[src/sv/vme_pkg.sv]
// Package for the 3D mask erosion block: shared types, codes and constants.
// Used by every module of the block; depends on nothing.
`default_nettype none

package vme_pkg;

  localparam int unsigned DEF_MAX_X   = 64;
  localparam int unsigned DEF_MAX_Y   = 64;
  localparam int unsigned DEF_MAX_Z   = 64;
  localparam int unsigned SIZE_W      = 7;
  localparam int unsigned QUEUE_DEPTH = 4;
  localparam int unsigned NB          = 6;

  localparam logic [SIZE_W-1:0] RST_SIZE_X = 7'd40;
  localparam logic [SIZE_W-1:0] RST_SIZE_Y = 7'd40;
  localparam logic [SIZE_W-1:0] RST_SIZE_Z = 7'd27;

  localparam logic signed [31:0] ONE_Q16 = 32'sd65536;

  // Register indexes on the configuration port.
  localparam logic [1:0] REG_SIZE_X = 2'd0;
  localparam logic [1:0] REG_SIZE_Y = 2'd1;
  localparam logic [1:0] REG_SIZE_Z = 2'd2;

  // Neighbor slots: -x, +x, -y, +y, -z, +z.
  localparam int unsigned NB_XM = 0;
  localparam int unsigned NB_XP = 1;
  localparam int unsigned NB_YM = 2;
  localparam int unsigned NB_YP = 3;
  localparam int unsigned NB_ZM = 4;
  localparam int unsigned NB_ZP = 5;

  typedef struct packed {
    logic signed [31:0] value;
    logic [NB-1:0]      nb_zero;
    logic [NB-1:0]      nb_in;
    logic               last;
  } job_t;

  function automatic logic [SIZE_W-1:0] clamp_size(input logic [SIZE_W-1:0] r,
                                                   input int unsigned maxv);
    logic [SIZE_W-1:0] res;
    res = r;
    if (r == '0) begin
      res = {{(SIZE_W-1){1'b0}}, 1'b1};
    end else if (32'(r) > maxv) begin
      res = SIZE_W'(maxv);
    end
    return res;
  endfunction

endpackage

`default_nettype wire

[src/sv/vme_back.sv]
// Output stage: applies the erosion rule to a queued job and holds the beat
// in the output register. Depends on vme_pkg.
`default_nettype none

module vme_back import vme_pkg::*; (
  input  wire logic        clk_i,
  input  wire logic        rst_ni,
  input  wire logic        job_valid_i,
  input  wire job_t        job_i,
  output logic             pop_o,
  output logic             out_valid_o,
  input  wire logic        out_ready_i,
  output logic signed [31:0] voxel_value_o,
  output logic             volume_end_o
);

  logic out_valid_q;
  logic signed [31:0] value_q, value_d;
  logic end_q;
  logic eroded;

  assign eroded  = (job_i.value == ONE_Q16) && ((job_i.nb_zero & job_i.nb_in) != '0);
  assign value_d = eroded ? 32'sd0 : job_i.value;
  assign pop_o   = job_valid_i && (!out_valid_q || out_ready_i);

  always_ff @(posedge clk_i or negedge rst_ni) begin
    if (!rst_ni) begin
      out_valid_q <= 1'b0;
    end else if (pop_o) begin
      out_valid_q <= 1'b1;
    end else if (out_ready_i) begin
      out_valid_q <= 1'b0;
    end
  end

  always_ff @(posedge clk_i) begin
    if (pop_o) begin
      value_q <= value_d;
      end_q   <= job_i.last;
    end
  end

  assign out_valid_o   = out_valid_q;
  assign voxel_value_o = value_q;
  assign volume_end_o  = end_q;

endmodule

`default_nettype wire

[config.mk]
export PLATFORM = sky130hd
export DESIGN_NAME = vme_back
export DESIGN_NICKNAME = d
export VERILOG_FILES = /design/src/sv/vme_pkg.sv /design/src/sv/vme_back.sv
export SDC_FILE = /design/constraint.sdc
export NUM_CORES = 1
export LEC_CHECK = 0
export BUFFER_PORTS_ARGS = -buffer_cell sky130_fd_sc_hd__buf_2
export CAP_MARGIN = 30
export CORE_MARGIN = 1
export CORE_UTILIZATION = 41
export CTS_CLUSTER_SIZE = 16
export DETAILED_ROUTE_END_ITERATION = 10
export PLACE_DENSITY = 0.78
export SYNTH_ARGS = -nofsm -noshare
export SYNTH_HDL_FRONTEND = slang
export SYNTH_SLANG_ARGS = --single-unit
[constraint.sdc]
create_clock -name clk_i -period 2.05 [get_ports clk_i]
set_input_delay 0.41 -clock clk_i [delete_from_list [all_inputs] [get_ports clk_i]]
set_output_delay 0.41 -clock clk_i [all_outputs]
set_load 0.03 [all_outputs]
# Word level (Yosys, flattened, before mapping)

Index checks and enable logic that the tools add are counted.

Register bits after elaboration: 34
Input port bits: 49
Output and inout port bits: 35
Word-level logic and storage cells: 13

Eq/ne operators: 1
Muxes and demuxes: 2
Bitwise logic cells: 1
Reduce and logical (&&, ||, !) cells: 6

Operators with widths:

| operator                                                           | number |
|---|---|
| 32-bit by 18-bit == test with 1-bit output (second input constant) | 1 |
| 6-bit AND                                                          | 1 |
| 6-bit nonzero test                                                 | 1 |
| 1-bit logical AND                                                  | 2 |
| 1-bit two-way mux                                                  | 2 |
| 2-bit nonzero test                                                 | 1 |
| 1-bit zero test                                                    | 1 |
| 1-bit logical OR                                                   | 1 |

# Depth between registers and ports, before layout

Word-level depth: 4
Mapped depth: 3
Depth with buffers taken out: 3

# Least setup slack after synthesis

No wires, ideal clock.

Kind: register to output
Start: register out_valid_q, in the netlist out_valid_o
End: output pop_o
Arrival time: 1.630 ns
Required time: 1.640 ns
Setup slack: 0.010 ns
Stages on the path, launching flop included: 3
Path buffers: 0
Path through: dfrtp_1 nand2b_1 and2_1

Cells in the longest elaborated chain, start to end: 3

RTL lines:

| element                | RTL line       | source |
|---|---|---|
| start, declared        | vme_back.sv:17 | `logic out_valid_q;` |
| start signal, assigned | vme_back.sv:28 | `out_valid_q <= 1'b0;` |
| start signal, assigned | vme_back.sv:30 | `out_valid_q <= 1'b1;` |
| start signal, assigned | vme_back.sv:32 | `out_valid_q <= 1'b0;` |
| 1-bit zero test        | vme_back.sv:24 | `assign pop_o = job_valid_i && (!out_valid_q \|\| out_ready_i);` |
| 1-bit logical OR       | vme_back.sv:24 |  |
| 1-bit logical AND      | vme_back.sv:24 |  |
| end, declared          | vme_back.sv:10 | `output logic pop_o,` |

No other way between the ends.

# Worst setup path in the final report

Ends and elaborated chain as after synthesis.

==> out/qor.yml <==
status:
  status: "finished, final reports clean"
flow_run:
  max-cap-violations: 0
critical_path:
  critPathLaunchType: "flop"
  r2r-start: "out_valid_o"
  worst-path-max-fanout: 3
  critPathArrivalTime_ns: 1.17
  r2r_slack_ns: 0.80
  end_kind: "output pin"
  cp.required_ns: 1.64
  r2r_cells: 3
  path_class: "reg2out"
  r2r_end: "voxel_value_o[23]"
final_layout:
  n_antenna_cell: 0
  stdcell_area_um2: 1720
  final_cell_mix: "buf_2 (83), edfxtp_1 (33), clkbuf_4 (5), nor4_1 (4)"
  area_growth_syn_to_layout_pct: 33.0
  layout.cells.non_filler: 188
  seqCellArea_um2: 1020
  final_common_cell: "buf_2"
  multi_input_area_um2: 146
  final.fill_count: 239
  drive_above_1_share_pct: 65.8
  nNetsFinal: 194
sta:
  drv_slew: 0
  fmax_mhz: 635
  tns_ns: 0
  timing.hold.ws_ns: 0.258
  rsz0062_at_grt: "false"
  period_share_pct: 76.9
  finalClockSkew_ns: 0.00945
  hold_viol: 0
  worst_slew_pin_slew_ns: 0.305
  fin_crit_ns: 1.58
  slew_headroom_pct: 79.5
  setup_viol: 0
placement:
  place_congestion: 0.665
  post-place-cells: 179
  io_buffer_count: 83
  placed_area_um2: 1650
die:
  start_util_pct: 44.8
  dieHeight_um: 58.1
  ios: 84
  coreArea_um2: 2880
  dieArea_um2: 3370
  fp.dieW_um: 58.1
  rows: 19
yosys:
  syn_area_um2: 1290
  yosys.cell_types.count: 14
  synth_warnings: 0
  synth_cells: 83
  synth_area_per_cell_um2: 15.5
  yosys_register_bits: 34
  ys_seq_area_share_pct: 78.8
  synth_fp_nets: 132
clocking:
  clockBufferDepth: 2
  insertion_delay_ns: 0.32
  postCtsSetupRepairBufs: 0
  numCtsBuffers: 5
  cts_root_buf: "clkbuf_4"
  cts.clk_slew.worst_paths_ns: 0.10
  htreeDepth: 2
  cts_tree: "yes"
  hold_buffers: 1
  post_cts_resized: 0
  clock-sinks: 34
grt:
  antenna_found_initial: 0
  overflow: 0
  grt_max_degree: 22
  track_usage_pct: 15.2
  grt_pass1_vias: 841
  grt_pass1_wl_mm: 3.58
power:
  vdd_drop_max_mv: 0.424
  finalPower_mw: 1.38
  powerDensity_nw_per_um2: 807
  power_leakage_nw: 0.731
worst_hold_path:
  hold_path_class: "in2reg"
  min_from: "job_i[0]"
  holdPathEnd: "volume_end_o"
  hold_depth: 1
routing:
  wl_per_cell_um: 12.3
  vias: 853
  vias_per_cell: 4.54
  drt_iter0_drc: 10
  drc: 0
  ant_nets: 0
  drt_wl_total_mm: 2.32
  first_pass_iters: 4
## layout make-up
cell class	count	share of cell area, %
tap	42	3.06
sequential	34	59.2
multi-input combinational	18	8.53
timing repair buffer	86	25.7
clock buffer	7	3.21
clock inverter	1	0.292
## metrics by stage
stage          worst slack, ns  utilization (%)
2_1_floorplan          0.00963                -
3_3_place_gp             0.506             57.2
3_5_place_dp             0.487             57.2
4_1_cts                  0.440             59.6
5_1_grt                  0.372             59.6
6_report                 0.474             59.6
## flip-flops by register name (all words and copies together) (netlist names)
register       count
out_valid_o        1
volume_end_o       1
voxel_value_o     32
## logic make-up (layout without fill, tap and decap cells)
logic type	Yosys count	count (layout)	synth area share, %
AOI/OAI and AO/OA	4	4	2.42
and+or+nand+nor	14	14	8.92
buffers and inverters	31	94	9.89
DFF	34	34	78.8
## power breakdown
| part | switching, mW | leakage [nW] | total (mW) | internal (mW) |
|---|---|---|---|---|
| registers | 0.00814 | 0.325 | 0.815 | 0.807 |
| logic | 0.133 | 0.371 | 0.202 | 0.0697 |
| clock network | 0.200 | 0.0353 | 0.366 | 0.166 |
## worst max path at each step
stage           startpoint                 to  slack, ns
5_1_grt        out_valid_o              pop_o       0.37
3_5_place_dp     job_i[13]  voxel_value_o[16]       0.49
4_1_cts        out_valid_o              pop_o       0.44
2_1_floorplan  out_valid_o              pop_o       0.01
3_3_place_gp     job_i[13]  voxel_value_o[16]       0.51
6_report       out_valid_o              pop_o       0.47
## critical path, stage by stage, from the launching register on
cell,delay (ns)
dfrtp_1,0.39
nand2b_1,0.08
and2_1,0.17
buf_2,0.21
## cells in the mapped netlist, drive strengths merged
cell type	instances	area, um^2
and2	1	6.26
clkbuf	29	109
dlygate4sd3	1	10.0
nor4	7	62.6
a22oi	3	22.5
nand4	2	12.5
dlygate4sd1	1	8.76
nor4b	1	15.0
and3	1	6.26
nand2b	2	12.5
edfxtp	33	991
dfrtp	1	25.0
o31a	1	8.76
## metal layers
metal  wire length [um]  vias to the layer above  GRT usage, %
met5                  0                        -             0
li1                   -                      407             -
met1                925                      378          15.7
met3                236                        2          7.59
met2               1130                       66          25.6
met4                 23                        0          7.14
(Power assumes the default switching activity.)
