$ cat config.mk
export PLATFORM = sky130hd
export DESIGN_NAME = vme_queue
export DESIGN_NICKNAME = d
export VERILOG_FILES = /design/src/sv/vme_pkg.sv /design/src/sv/vme_queue.sv
export SDC_FILE = /design/constraint.sdc
export NUM_CORES = 1
export LEC_CHECK = 0
export ABC_CLOCK_PERIOD_IN_PS = 2780
export BUFFER_PORTS_ARGS = -buffer_cell sky130_fd_sc_hd__clkbuf_2
export CAP_MARGIN = 15
export CELL_PAD_IN_SITES_DETAIL_PLACEMENT = 1
export CELL_PAD_IN_SITES_GLOBAL_PLACEMENT = 1
export CORE_AREA = 10 10 143 145
export DETAILED_ROUTE_END_ITERATION = 12
export DIE_AREA = 0 0 153 155
export GPL_ROUTABILITY_DRIVEN = 0
export PLACE_DENSITY_LB_ADDON = 0.1
export SLEW_MARGIN = 30
export SYNTH_ARGS = -nofsm -noshare
export SYNTH_HDL_FRONTEND = slang
export SYNTH_SLANG_ARGS = --single-unit
$ cat constraint.sdc
create_clock -name clk_i -period 2.78 [get_ports clk_i]
set_input_delay 0 -clock clk_i [delete_from_list [all_inputs] [get_ports clk_i]]
set_output_delay 0 -clock clk_i [all_outputs]
set_load 0.02 [all_outputs]
$ cat src/sv/vme_pkg.sv
// Package for the 3D mask erosion block: shared types, codes and constants.
// Used by every module of the block; depends on nothing.
`default_nettype none

package vme_pkg;

  localparam int unsigned DEF_MAX_X   = 64;
  localparam int unsigned DEF_MAX_Y   = 64;
  localparam int unsigned DEF_MAX_Z   = 64;
  localparam int unsigned SIZE_W      = 7;
  localparam int unsigned QUEUE_DEPTH = 4;
  localparam int unsigned NB          = 6;

  localparam logic [SIZE_W-1:0] RST_SIZE_X = 7'd40;
  localparam logic [SIZE_W-1:0] RST_SIZE_Y = 7'd40;
  localparam logic [SIZE_W-1:0] RST_SIZE_Z = 7'd27;

  localparam logic signed [31:0] ONE_Q16 = 32'sd65536;

  // Register indexes on the configuration port.
  localparam logic [1:0] REG_SIZE_X = 2'd0;
  localparam logic [1:0] REG_SIZE_Y = 2'd1;
  localparam logic [1:0] REG_SIZE_Z = 2'd2;

  // Neighbor slots: -x, +x, -y, +y, -z, +z.
  localparam int unsigned NB_XM = 0;
  localparam int unsigned NB_XP = 1;
  localparam int unsigned NB_YM = 2;
  localparam int unsigned NB_YP = 3;
  localparam int unsigned NB_ZM = 4;
  localparam int unsigned NB_ZP = 5;

  typedef struct packed {
    logic signed [31:0] value;
    logic [NB-1:0]      nb_zero;
    logic [NB-1:0]      nb_in;
    logic               last;
  } job_t;

  function automatic logic [SIZE_W-1:0] clamp_size(input logic [SIZE_W-1:0] r,
                                                   input int unsigned maxv);
    logic [SIZE_W-1:0] res;
    res = r;
    if (r == '0) begin
      res = {{(SIZE_W-1){1'b0}}, 1'b1};
    end else if (32'(r) > maxv) begin
      res = SIZE_W'(maxv);
    end
    return res;
  endfunction

endpackage

`default_nettype wire

$ cat src/sv/vme_queue.sv
// Short queue of result jobs between the front end and the output stage.
// Depends on vme_pkg.
`default_nettype none

module vme_queue import vme_pkg::*; (
  input  wire logic                             clk_i,
  input  wire logic                             rst_ni,
  input  wire logic                             push_i,
  input  wire job_t                             job_i,
  input  wire logic                             pop_i,
  output logic                                  valid_o,
  output job_t                                  job_o,
  output logic [$clog2(QUEUE_DEPTH+1)-1:0]      count_o
);

  localparam int unsigned AW = $clog2(QUEUE_DEPTH);
  localparam int unsigned CW = $clog2(QUEUE_DEPTH + 1);

  job_t entry_q [QUEUE_DEPTH];
  logic [AW-1:0] wr_q, rd_q;
  logic [CW-1:0] count_q;

  always_ff @(posedge clk_i) begin
    if (push_i) begin
      entry_q[wr_q] <= job_i;
    end
  end

  always_ff @(posedge clk_i or negedge rst_ni) begin
    if (!rst_ni) begin
      wr_q    <= '0;
      rd_q    <= '0;
      count_q <= '0;
    end else begin
      if (push_i) begin
        wr_q <= (wr_q == AW'(QUEUE_DEPTH - 1)) ? '0 : wr_q + AW'(1);
      end
      if (pop_i) begin
        rd_q <= (rd_q == AW'(QUEUE_DEPTH - 1)) ? '0 : rd_q + AW'(1);
      end
      count_q <= count_q + CW'(push_i) - CW'(pop_i);
    end
  end

  assign valid_o = (count_q != '0);
  assign job_o   = entry_q[rd_q];
  assign count_o = count_q;

  a_no_overflow: assert property (@(posedge clk_i) disable iff (!rst_ni)
    push_i |-> (count_q < CW'(QUEUE_DEPTH)))
    else $error("job queue overflow");

endmodule

`default_nettype wire

== Word-level counts from Yosys, hierarchy flattened ==
Memory sizes are Yosys's and may differ from the RTL's.
Cells that the tools add are included.

* Memories kept: 1
* Bits in read-only memories: 0
* Latch bits: 0
* Input port bits: 49
* Logic and storage cells: 15
* Bits in writable memories: 180
* Register bits after elaboration: 7

{| class="wikitable"
|+ Memory list
! name !! words !! width !! rd ports !! clocked after Yosys merged registers in !! wr ports !! line !! RTL
|-
| entry_q || 4 || 45 || 1 || 0 || 1 || vme_queue.sv:19 || <nowiki>job_t entry_q [QUEUE_DEPTH];</nowiki>
|}

* Div/mod/pow operators: 0
* Equality and inequality tests: 2
* Mux-type cells: 4
* Reductions and logical operators: 1
* Bitwise logic cells: 0
* Add/subtract/negate cells: 4
* Multipliers: 0
* Shifts and indexed selects: 0
* Order comparisons: 0

{| class="wikitable"
|+ Operator list
! kind !! count
|-
| adder 2 x 1 -> 2 bit, second input constant || 2
|-
| == test 2 bit, second input constant || 2
|-
| 2-to-1 mux 2 bit || 2
|-
| adder 3 x 1 -> 3 bit || 1
|-
| nonzero test 3 bit || 1
|-
| subtractor 3 x 1 -> 3 bit || 1
|-
| 2-to-1 mux 1 bit || 2
|}

== Longest topological paths before layout ==
* Depth after elaboration: 2
* Depth in mapped cells: 8
* Mapped depth without buffers: 8

== Worst setup path before layout ==
No wires, ideal clock.

* Kind: register -> register
* From: register wr_q[0]
* To: memory entry_q[0][0] (netlist name) (enable)
* Arrival: 1.699 ns
* Clock period less this slack: 2.106 ns
* Setup slack: 0.674 ns
* Stages on the path, launching flop included: 4
* Path buffers: 0
* Data required time: 2.373 ns
* Path through: dfrtp_1 > inv_1 > ha_1 > and2_1

{| class="wikitable"
|+ RTL lines
! what !! line !! RTL
|-
| from (decl) || vme_queue.sv:20 || <nowiki>logic [AW-1:0] wr_q, rd_q;</nowiki>
|-
| from (signal assigned) || vme_queue.sv:36 || <nowiki>wr_q <= (wr_q == AW'(QUEUE_DEPTH - 1)) ? '0 : wr_q + AW'(1);</nowiki>
|-
| to (decl) || vme_queue.sv:19 ||
|}

Straight into the memory's write port.

==> impl_metrics.csv <==
group,metric,value,unit
status,status,"finished, final reports clean",
worst_hold_path,holdPathEnd,"entry_q[2][6]$_DFFE_PP_",
yosys,synth_xor_area_share,0.253,%
global_routing,track_usage,11.9,%
clock_tree,cts_root_buf,"clkbuf_16",
critical_path,r2r_start,"wr_q[0]$_DFFE_PN0P_",
timing,slew_headroom,66.1,%
final_layout,final_common_cell,"edfxtp_1",
yosys,synth_seq_area_share,80.6,%
timing,worst_pin_slew,508,ps
final_layout,post-route-cell-area,8830,um^2
yosys,synth.cell_area,6920,um^2
run,cap_violations,0,
clock_tree,worstSkewPairLatency,430,ps
global_routing,grt_overflow_total,0,
floorplan,start_util,39.2,%
critical_path,crit_type,"reg2out",
power_and_ir_drop,peakVddDrop,0.000470,V
critical_path,rr_endpoint,"entry_q[2][14]$_DFFE_PP_",
floorplan,die_y,155,um
floorplan,die_width,153,um
critical_path,r2r_setup_slack,1010,ps
clock_tree,post_cts_buffers,0,
power_and_ir_drop,switching_share,31.7,%
yosys,synth_fa_ha_area_share,1.55,%
floorplan,coreArea,17700,um^2
yosys,ys_ff_latch,187,
clock_tree,cts_resized,0,
yosys,synth-compound-area-share,0.145,%
yosys,syn_nets,327,
timing,period_needed,2150,ps
yosys,yosysTopAreaCell,"edfxtp_1",
timing,tns,0,ps
critical_path,crit_required,2780,ps
yosys,yosysTopAreaCellShare,78.1,%
routing,drt_wl_total,13.8,mm
final_layout,nets,493,
critical_path,cp-start-kind,"flip-flop",
worst_hold_path,hold_path.class,"in2reg",
critical_path,slowest_delay,760,ps
routing,vias_per_cell,4.88,
clock_tree,clk_path_buf_depth,2,
global_routing,grt_pass1_wl,21.8,mm
routing,via_count,3316,
place,port_buffers,97,
floorplan,dieArea,23700,um^2
critical_path,arrival,2150,ps
timing,hold_viol,0,
timing,drv_slew,0,
timing,finalCritPeriodShare,77.5,%
critical_path,rr_worst_depth,4,
yosys,yosys-top-cells-area,"edfxtp_1, mux4_2, dfrtp_1",
critical_path,slowest_stage,"dfrtp_4",
yosys,synthSimpleGateAreaFrac,0.687,%
routing,wl_per_cell,20.3,um
clock_tree,cts_buffers,17,
clock_tree,cts_tree,"done",
worst_hold_path,min_from,"job_i[6]",
timing,finalSetupViolations,0,
power_and_ir_drop,p_int,0.00620,W
critical_path,critical_path.top_delay_family,"flip-flops",
power_and_ir_drop,p_comb_share,31.0,%
yosys,synth_cell_types,19,
yosys,avgSynthCellArea,25.6,um^2
routing,ant_nets,0,
global_routing,grt_antenna_before_repair,1,
power_and_ir_drop,switching_power,0.00288,W
critical_path,crit_chain,"buf_12 > mux4_2 > clkbuf_2",
place,dpl_worst_slack,966,ps
critical_path,critPathBufInv,2,
clock_tree,cts_hold_buffers,49,
worst_hold_path,holdPathStages,2,
clock_tree,clk_pin_slew,70,ps
power_and_ir_drop,clockPowerShare,26.5,%
power_and_ir_drop,power_density,1030,nW/um^2
routing,drc,0,
critical_path,end_kind,"primary output",
clock_tree,h-tree-depth,4,
timing,fmax,464,MHz
floorplan,top_level_ports,98,
timing,setup_ws,625,ps
global_routing,grt_max_degree,44,
floorplan,rows,49,
power_and_ir_drop,seqPwrFrac,42.5,%
power_and_ir_drop,p_leak,3.11,nW
yosys,synth_top_family_by_area,"multiplexers",
yosys,postSynthCellCount,270,
critical_path,worstPathMaxFanout,24,
final_layout,layout-drive-gt1-share,42.8,%
final_layout,synthToLayoutAreaGrowth,27.6,%
place,placed_area,7750,um^2
routing,first_iter_violations,134,
yosys,synth.area.mux_share,15.0,%
final_layout,final_cell_mix,"edfxtp_1, clkbuf_2, dlygate4sd3_1",
global_routing,grt_pass1_vias,3769,
timing,grt_setup_unrepaired,"false",
clock_tree,cts.sinks,187,
yosys,ys.warnings.count,0,
place,post-dp-hpwl,8.85,mm
routing,dr.pass1.iters,4,
timing,fin_skew,6.10,ps
-- sequential cells by signal (all words and copies together) (netlist names) --
name / flops
wr_q: 2
rd_q: 2
count_o: 3
entry_q: 180
-- kinds of logic after synthesis --
logic type,Yosys count
buffers and inverters,16
XOR/XNOR,2
flip-flops,187
multiplexers,47
AND/OR/NAND/NOR,8
AO/OA/AOI/OAI,2
adder cells (fa/ha/maj),8
-- worst register-to-register path, delay by kind of cell, from the launching register on --
family	cells	cell delay, ps
and+or+nand+nor	1	440
DFF	1	410
adders and majority gates	1	140
buffers and inverters	2	460
-- cell usage after synthesis --
master    number
buf_6          1
or3b_2         1
edfxtp_1     180
inv_1          6
xnor2_1        2
dfrtp_1        7
buf_2          5
o21ai_0        2
mux4_2        45
buf_4          1
ha_1           7
and2_1         4
mux2_2         2
buf_12         2
buf_8          1
fa_1           1
or3_1          1
nand2_1        1
nor2_1         1
-- area by class of cell --
type,instances,area (um^2)
fillers,1626,8820
multi-input cells,67,1220
clock inverters,14,163
inverters,6,22.5
flip-flops and latches,187,5590
repair buffers,157,1120
diodes,1,2.50
clock buffers,18,429
well taps,229,287
-- metrics by stage --
step                      util, %  power (W)  instances  hold WS [ps]
final                        50.0    0.00907        679           330
after global routing         50.0    0.00955        679           327
after CTS                    50.0    0.00927        678           307
after detailed placement     43.9    0.00678        597          -141
after global placement       43.9    0.00675        597          -149
after floorplan                 -    0.00582        270          -296
-- worst max path at each step --
| stage | start | end | cells past startpoint |
|---|---|---|---|
| 2_1_floorplan | wr_q[0]$_DFFE_PN0P_ | entry_q[0][0]$_DFFE_PP_ | 3 |
| 3_3_place_gp | rd_q[0]$_DFFE_PN0P_ | job_o[35] | 3 |
| 3_5_place_dp | wr_q[0]$_DFFE_PN0P_ | entry_q[2][11]$_DFFE_PP_ | 4 |
| 4_1_cts | rd_q[0]$_DFFE_PN0P_ | job_o[35] | 3 |
| 5_1_grt | rd_q[0]$_DFFE_PN0P_ | job_o[13] | 3 |
| 6_report | rd_q[0]$_DFFE_PN0P_ | job_o[35] | 3 |
-- power by group through the flow --
stage / clock network [W] / logic (W) / registers, W
2_1_floorplan: 0 / 0.00201 / 0.00381
3_3_place_gp: 0 / 0.00283 / 0.00392
3_5_place_dp: 0 / 0.00284 / 0.00394
4_1_cts: 0.00248 / 0.00291 / 0.00388
5_1_grt: 0.00258 / 0.00304 / 0.00392
6_report: 0.00240 / 0.00281 / 0.00386
-- routing by layer --
metal | GRT usage [%] | wire length (um) | vias up
met5 | 0 | 0 | -
met4 | 4.50 | 157 | 0
met3 | 3.75 | 682 | 15
met2 | 19.8 | 7030 | 73
met1 | 14.3 | 5920 | 1748
li1 | - | - | 1480
Note: power is estimated with default switching activity, not from simulation.
